--- src/rtl/convolution_background_adjust_top_macros.svh ---
// Assertion macros shared by the convolution background adjust RTL.
// Every user must have clk and rst_n (synchronous, active low) in scope.
`ifndef CONVOLUTION_BACKGROUND_ADJUST_TOP_MACROS_SVH
`define CONVOLUTION_BACKGROUND_ADJUST_TOP_MACROS_SVH

// Consequent must hold in the same cycle as the antecedent.
`define CBA_ASSERT_NOW(lbl, ante, cons, msg) \
  lbl: assert property (@(posedge clk) disable iff (!rst_n) (ante) |-> (cons)) \
    else $error(msg);

// Consequent must hold in the cycle after the antecedent.
`define CBA_ASSERT_NEXT(lbl, ante, cons, msg) \
  lbl: assert property (@(posedge clk) disable iff (!rst_n) (ante) |=> (cons)) \
    else $error(msg);

// Consequent must hold a fixed number of cycles after the antecedent.
`define CBA_ASSERT_DELAY(lbl, ante, dly, cons, msg) \
  lbl: assert property (@(posedge clk) disable iff (!rst_n) (ante) |-> ##dly (cons)) \
    else $error(msg);

`endif

--- src/rtl/cba_pkg.sv ---
// Shared types and constants of the convolution background adjust block.
// No dependencies; used by cba_divider and the top level.
`default_nettype none
package cba_pkg;

  localparam int WORD_W    = 24;  // intensity word
  localparam int ALPHA_W   = 32;
  localparam int TAG_W     = 8;
  localparam int CFG_IDX_W = 2;
  localparam int CFG_DAT_W = 32;

  // alpha*sigma^2 in intensity units fits in 45 bits for every fraction width
  // from 4 upward; the difference a needs two more bits for sign and headroom.
  localparam int AS2_W = 45;
  localparam int A_W   = AS2_W + 2;

  // z is kept in Q.16; only |z| below 16 (a raw Q.16 value below 2^20) needs a real quotient.
  localparam int Z_FRAC = 16;
  localparam int Q_W    = 20;
  localparam int N_W    = 28 + Z_FRAC;
  localparam int ROM_W  = 20;

  localparam logic [CFG_IDX_W-1:0] REG_MU    = 2'd0;
  localparam logic [CFG_IDX_W-1:0] REG_ALPHA = 2'd1;
  localparam logic [CFG_IDX_W-1:0] REG_SIGMA = 2'd2;

  localparam logic [WORD_W-1:0] SIGMA_RESET = 24'd256;

  // Sideband that rides along the divider stages.
  typedef struct packed {
    logic signed [A_W-1:0] a;
    logic                  neg;
    logic                  ovf;
    logic [TAG_W-1:0]      tag;
    logic                  last;
  } div_ctl_t;

endpackage
`default_nettype wire

--- src/rtl/cba_divider.sv ---
// Pipelined restoring divider, one quotient bit per register stage.
// Depends on cba_pkg and on convolution_background_adjust_top_macros.svh.
`default_nettype none
`include "convolution_background_adjust_top_macros.svh"
module cba_divider (
  input  wire logic                        clk,
  input  wire logic                        rst_n,
  input  wire logic                        in_valid,
  input  wire logic [cba_pkg::N_W-1:0]     in_num,
  input  wire logic [cba_pkg::WORD_W-1:0]  den,
  input  wire cba_pkg::div_ctl_t           in_ctl,
  output logic                             out_valid,
  output logic [cba_pkg::Q_W-1:0]          out_quot,
  output cba_pkg::div_ctl_t                out_ctl
);
  import cba_pkg::*;

  logic [Q_W-1:0] vld_r;
  logic [N_W-1:0] rem_r  [Q_W];
  logic [Q_W-1:0] quot_r [Q_W];
  div_ctl_t       ctl_r  [Q_W];

  // Stage g decides quotient bit Q_W-1-g; the remainder stays below den
  // shifted by that bit position plus one.
  for (genvar g = 0; g < Q_W; g++) begin : g_stage
    logic           v_in;
    logic [N_W-1:0] rem_in;
    logic [Q_W-1:0] quot_in;
    div_ctl_t       ctl_in;
    logic [N_W-1:0] dsh;
    logic           ge;

    if (g == 0) begin : g_first
      assign v_in    = in_valid;
      assign rem_in  = in_num;
      assign quot_in = '0;
      assign ctl_in  = in_ctl;
    end else begin : g_rest
      assign v_in    = vld_r[g-1];
      assign rem_in  = rem_r[g-1];
      assign quot_in = quot_r[g-1];
      assign ctl_in  = ctl_r[g-1];
    end

    assign dsh = N_W'(den) << (Q_W - 1 - g);
    assign ge  = (rem_in >= dsh);

    always_ff @(posedge clk) begin
      if (!rst_n) begin
        vld_r[g] <= 1'b0;
      end else begin
        vld_r[g] <= v_in;
      end
    end

    always_ff @(posedge clk) begin
      rem_r[g]  <= ge ? (rem_in - dsh) : rem_in;
      quot_r[g] <= {quot_in[Q_W-2:0], ge};
      ctl_r[g]  <= ctl_in;
    end
  end

  assign out_valid = vld_r[Q_W-1];
  assign out_quot  = quot_r[Q_W-1];
  assign out_ctl   = ctl_r[Q_W-1];

  `CBA_ASSERT_NOW(a_num_in_range, in_valid && !in_ctl.ovf,
    in_num < (N_W'(den) << Q_W), "divider fed a quotient that does not fit")
  `CBA_ASSERT_NOW(a_rem_below_den, out_valid && !out_ctl.ovf,
    rem_r[Q_W-1] < N_W'(den), "divider remainder not below divisor")
  `CBA_ASSERT_DELAY(a_valid_travel, in_valid, Q_W, out_valid,
    "divider word did not leave after its stage count")

endmodule
`default_nettype wire

--- config.mk ---
export PLATFORM = sky130hd
export DESIGN_NAME = cba_divider
export DESIGN_NICKNAME = d
export VERILOG_FILES = /design/src/rtl/cba_pkg.sv /design/src/rtl/cba_divider.sv
export VERILOG_INCLUDE_DIRS = /design/src /design/src/rtl
export SDC_FILE = /design/constraint.sdc
export NUM_CORES = 2
export LEC_CHECK = 0
export ABC_AREA = 1
export BUFFER_PORTS_ARGS = -buffer_cell sky130_fd_sc_hd__buf_2
export CAP_MARGIN = 10
export CORE_AREA = 2 2 489 491
export DETAILED_ROUTE_END_ITERATION = 12
export DIE_AREA = 0 0 491 493
export GPL_TIMING_DRIVEN = 0
export HOLD_SLACK_MARGIN = 0.1
export PLACE_DENSITY_LB_ADDON = 0.2
export SLEW_MARGIN = 10
export SYNTH_ARGS = -nofsm -noshare
export SYNTH_HDL_FRONTEND = slang
export SYNTH_SLANG_ARGS = --single-unit
--- constraint.sdc ---
create_clock -name clk -period 2.6 [get_ports clk]
set_input_delay 0.52 -clock clk [delete_from_list [all_inputs] [get_ports clk]]
set_output_delay 0.52 -clock clk [all_outputs]
set_load 0.01 [all_outputs]
Word level (Yosys, flattened, before mapping)
Memories as Yosys holds them, arrays and structs flattened.
Index checks and enable logic that the tools add are counted.

storage, ports and cells
  bits in registers = 20
  RAM bits = 2440
  output and inout port bits = 79
  memories = 3

memories
  name    depth  width  rd ports  clocked after Yosys merged registers in  write ports  line               RTL
  ctl_r   20     58     20        0                                        20           cba_divider.sv:21  div_ctl_t ctl_r [Q_W];
  rem_r   20     44     19        0                                        20           cba_divider.sv:19  logic [N_W-1:0] rem_r [Q_W];
  quot_r  20     20     20        0                                        20           cba_divider.sv:20  logic [Q_W-1:0] quot_r [Q_W];

operators by class
  add/sub/neg operators = 20
  order comparisons = 20
  multiplexer cells = 20

operators by type and width
  kind                                              count
  44-bit 2-to-1 mux                                 20
  44-bit by 24-bit >= comparator with 1-bit output  1
  44-bit by 25-bit >= comparator with 1-bit output  1
  44-bit by 26-bit >= comparator with 1-bit output  1
  44-bit by 27-bit >= comparator with 1-bit output  1
  44-bit by 28-bit >= comparator with 1-bit output  1
  44-bit by 29-bit >= comparator with 1-bit output  1
  44-bit by 30-bit >= comparator with 1-bit output  1
  44-bit by 31-bit >= comparator with 1-bit output  1
  44-bit by 32-bit >= comparator with 1-bit output  1
  44-bit by 33-bit >= comparator with 1-bit output  1
  44-bit by 34-bit >= comparator with 1-bit output  1
  44-bit by 35-bit >= comparator with 1-bit output  1
  44-bit by 36-bit >= comparator with 1-bit output  1
  44-bit by 37-bit >= comparator with 1-bit output  1
  44-bit by 38-bit >= comparator with 1-bit output  1
  44-bit by 39-bit >= comparator with 1-bit output  1
  44-bit by 40-bit >= comparator with 1-bit output  1
  44-bit by 41-bit >= comparator with 1-bit output  1
  44-bit by 42-bit >= comparator with 1-bit output  1
  44-bit by 43-bit >= comparator with 1-bit output  1
  44-bit by 24-bit subtractor with 44-bit output    1
  44-bit by 25-bit subtractor with 44-bit output    1
  44-bit by 26-bit subtractor with 44-bit output    1
  other kinds (17)                                  17

Logic depth before layout (Yosys ltp)
An unclocked memory read counts as a cell.

  depth in word-level cells = 3
  depth in mapped cells = 17
  gate-level depth less buffers = 16

Worst setup path after synthesis
Ideal clock, no wire load.

  path type = input to register
  start = input den[1] (netlist name)
  end = memory rem_r[7][19] (netlist name)
  library setup time = 118 ps
  arrival = 2549 ps
  path slack = -67 ps
  stages on the path = 15
  buffers on the path = 1
  cell sequence = inv_1 -> ha_1 -> nand2_1 -> inv_2 -> nand2_1 -> nand2_2 -> nand2_1 -> nand2_1 -> nand2_1 -> nand3_2 -> nand2_2 -> nand2_4 -> inv_4 -> buf_6 -> o21ai_2

RTL lines
  what                line               RTL
  start: declaration  cba_divider.sv:10  input wire logic [cba_pkg::WORD_W-1:0] den,
  end: declaration    cba_divider.sv:19

==> results.toml <==
[outcome]
status = "finished clean"

[critical_path]
worstPathMaxFanout = 16
crit_required_ps = 3330
crit_slowest_cell = "ha_1"
cp.arrival_ps = 3260
critPathKind = "in -> reg"
critPathTopFamily = "buffers and inverters"
crit_path_max_incr_delay_ps = 350
crit_path_frequent_cell = "nand3_1"
cp.buffers_inverters = 6
end_kind = "register"
cp_cell_sequence = "buf_8 > clkinvlp_4 > buf_4 > buf_12 > ha_1 > nand3_1 > nand2_2 > nand3_1 > nand3_1 > nand2_1 > nand3_4 > inv_2 > buf_2 > o21ai_1"
cp-start-kind = "input pin"

[routing]
route.vias.total = 78600
via_per_inst = 4.776
drc = 0
wl_per_cell_um = 17.31
ant_nets = 0
drt_pass1_iterations = 8
wl_um = 284900
drt-initial-drc-count = 6087

[synthesis]
synth.most_common_cell = "nand2_1"
synthTopCellsByCount = "nand2_1 (4,224), dfxtp_1 (2,226), inv_1 (1,753), nor2_1 (1,066), nand3_1 (648)"
muxShareOfSynthArea_pct = 0
netlist_instances = 12530
yosysTopAreaCellShare_pct = 47.35
synth_area_leaders = "dfxtp_1 (47%), nand2_1 (17%), inv_1 (7.0%)"
ys.warnings.count = 0
ys_ff_latch = 2226
synth_simple_gate_area_share_pct = 28.36
synth_compound_area_share_pct = 6.035
yosysSeqAreaShare_pct = 47.35
syn-num-nets = 13160
yosys.area.top_type = "dfxtp_1"
ys.flop_type = "dfxtp_1"
syn-cell-area_mm2 = 0.09411
syn_avg_cell_area_um2 = 7.512
synth.distinct_cells = 50
synth_adder_area_share_pct = 6.786
synth_edf_count = 0
synth_xor_area_share_pct = 2.894
synthArstFlopShare_pct = 0
synth_top_family_by_area = "simple AND/OR/NAND/NOR gates"

[place]
port_buffers = 206
place_area_mm2 = 0.09952
globalplace.congestion = 0.9611
dp_hpwl_um = 222700

[sta]
fmax_ghz = 0.3940
slew-limit-headroom_pct = 44.53
finalSetupViolations = 0
finClkSkew_ps = 91.01
hold_slack_ps = 237.1
fin_crit_sh_pct = 97.62
drv_slew = 0
worst_pin_slew_ps = 832.0
timing.final.crit_period_ps = 2538
hold_violations = 0
finalSetupTns_ps = 0

[worst_hold_path]
hp-class = "in -> reg"

[global_route]
grt_pass1_wl_um = 426300
overflow = 0
grt_antenna_before_repair = 21
track_usage_pct = 22.84
grt_pass1_vias = 72910
grt_start_max_net_pins = 21

[clocking]
cts_root_buf = "clkbuf_16"
cts_tree = "done"
h-tree-depth = 4
clk_pin_slew_ps = 60
insertion_delay_ps = 930
cts_buffer_depth = 3
cts_sinks = 2226
cts_buffers = 219

[pwr]
cellLeakagePower_nw = 53.79
p_total_w = 0.1368
peakVddDrop_uv = 677.1
p_per_area_mw_per_mm2 = 1257

[floorplanning]
core_area_mm2 = 0.2370
rows = 179
start_util_pct = 39.71
dieArea_mm2 = 0.2421
ios = 208
die_w_um = 491
die_h_um = 493

[finish]
final_area_mm2 = 0.1089
layout-drive-gt1-share_pct = 8.116
area_growth_pct = 15.68
fillers = 24220
nNetsFinal = 13730

[job]
cap_violations = 0
[repair_timing]
item / in CTS / in global routing
buffers inserted: 4 / 18
hold endpoints to repair: 122 / 0
endpoints found under the setup margin: 666 / 250
resized for setup: 35 / 71
hold buffers: 105 / 0
pin swaps: 0 / 6
cloned: 0 / 1
[routing by layer]
| layer | GRT usage [%] | vias up | wire, um |
|---|---|---|---|
| met1 | 29.36 | 35350 | 124000 |
| met2 | 38.55 | 2407 | 131700 |
| met3 | 3.095 | 533 | 16860 |
| li1 | - | 40310 | - |
| met4 | 9.310 | 0 | 12330 |
| met5 | 0 | - | 0 |
[flip-flops by register name, indices dropped and copies added, names as in the netlist]
register / flops
quot_r: 210
g_stage.v_in: 19
rem_r: 836
ctl_r: 1160
out_valid: 1
[where the power goes]
group	switching, W	internal, W	total (W)
combinational	0.0381	0.0191	0.0572
clock	0.0138	0.0190	0.0328
sequential	0.00553	0.0413	0.0468
[per-stage QoR]
step	cells	util, %	worst slack (ps)
2_1_floorplan	12530	-	-11.12
4_1_cts	16430	45.78	0.04885
3_5_place_dp	15920	42.00	-2238
6_report	16460	45.94	61.95
3_3_place_gp	15900	41.82	-2879
5_1_grt	16460	45.94	-21.82
[area by class of cell]
class                           instances  area [um^2]  share of cell area [%]
Multi-Input combinational cell       8349        41750                   38.36
Sequential cell                      2226        44560                   40.94
Timing Repair inverter                  1        8.758                0.008046
Inverter                             1786         6770                   6.219
Timing Repair Buffer                  351         2650                   2.434
Clock buffer                          289         6153                   5.653
Antenna cell                            7        17.52                 0.01609
Clock inverter                        114         1598                   1.468
Buffer                                166         1381                   1.269
Tap cell                             3167         3963                   3.640
[cells in the final DEF, fill, tap and decap left out, drive strengths merged, types with 20 or more instances in the layout]
cell / instances
xnor2: 165
o21ai: 462
nand2: 4261
nand3: 666
o21bai: 21
buf: 402
clkinv: 63
clkbuf: 299
clkinvlp: 20
dlygate4sd3: 105
nor3: 116
xor2: 146
ha: 480
nand4: 230
bufinv: 21
nand3b: 52
a21oi: 531
nor4: 28
inv: 1797
dfxtp: 2226
nor2: 1097
[final timing paths]
check        cells after the start     startpoint           end  slack [ps]
min reg2reg                      0  ctl_r[2][174]   ctl_r[3][0]         290
min                              2     in_ctl[20]  ctl_r[0][20]         240
max                             14         den[1]  rem_r[9][11]          60
max reg2reg                      9   rem_r[2][67]  rem_r[3][18]          90
[cells by family after synthesis]
family / count (synthesis)
buffers and inverters: 1952
adders and majority gates: 499
DFF: 2226
and+or+nand+nor: 6491
xor gates and xnor gates: 311
AOI/OAI and AO/OA: 1048
(Power assumes the default switching activity.)
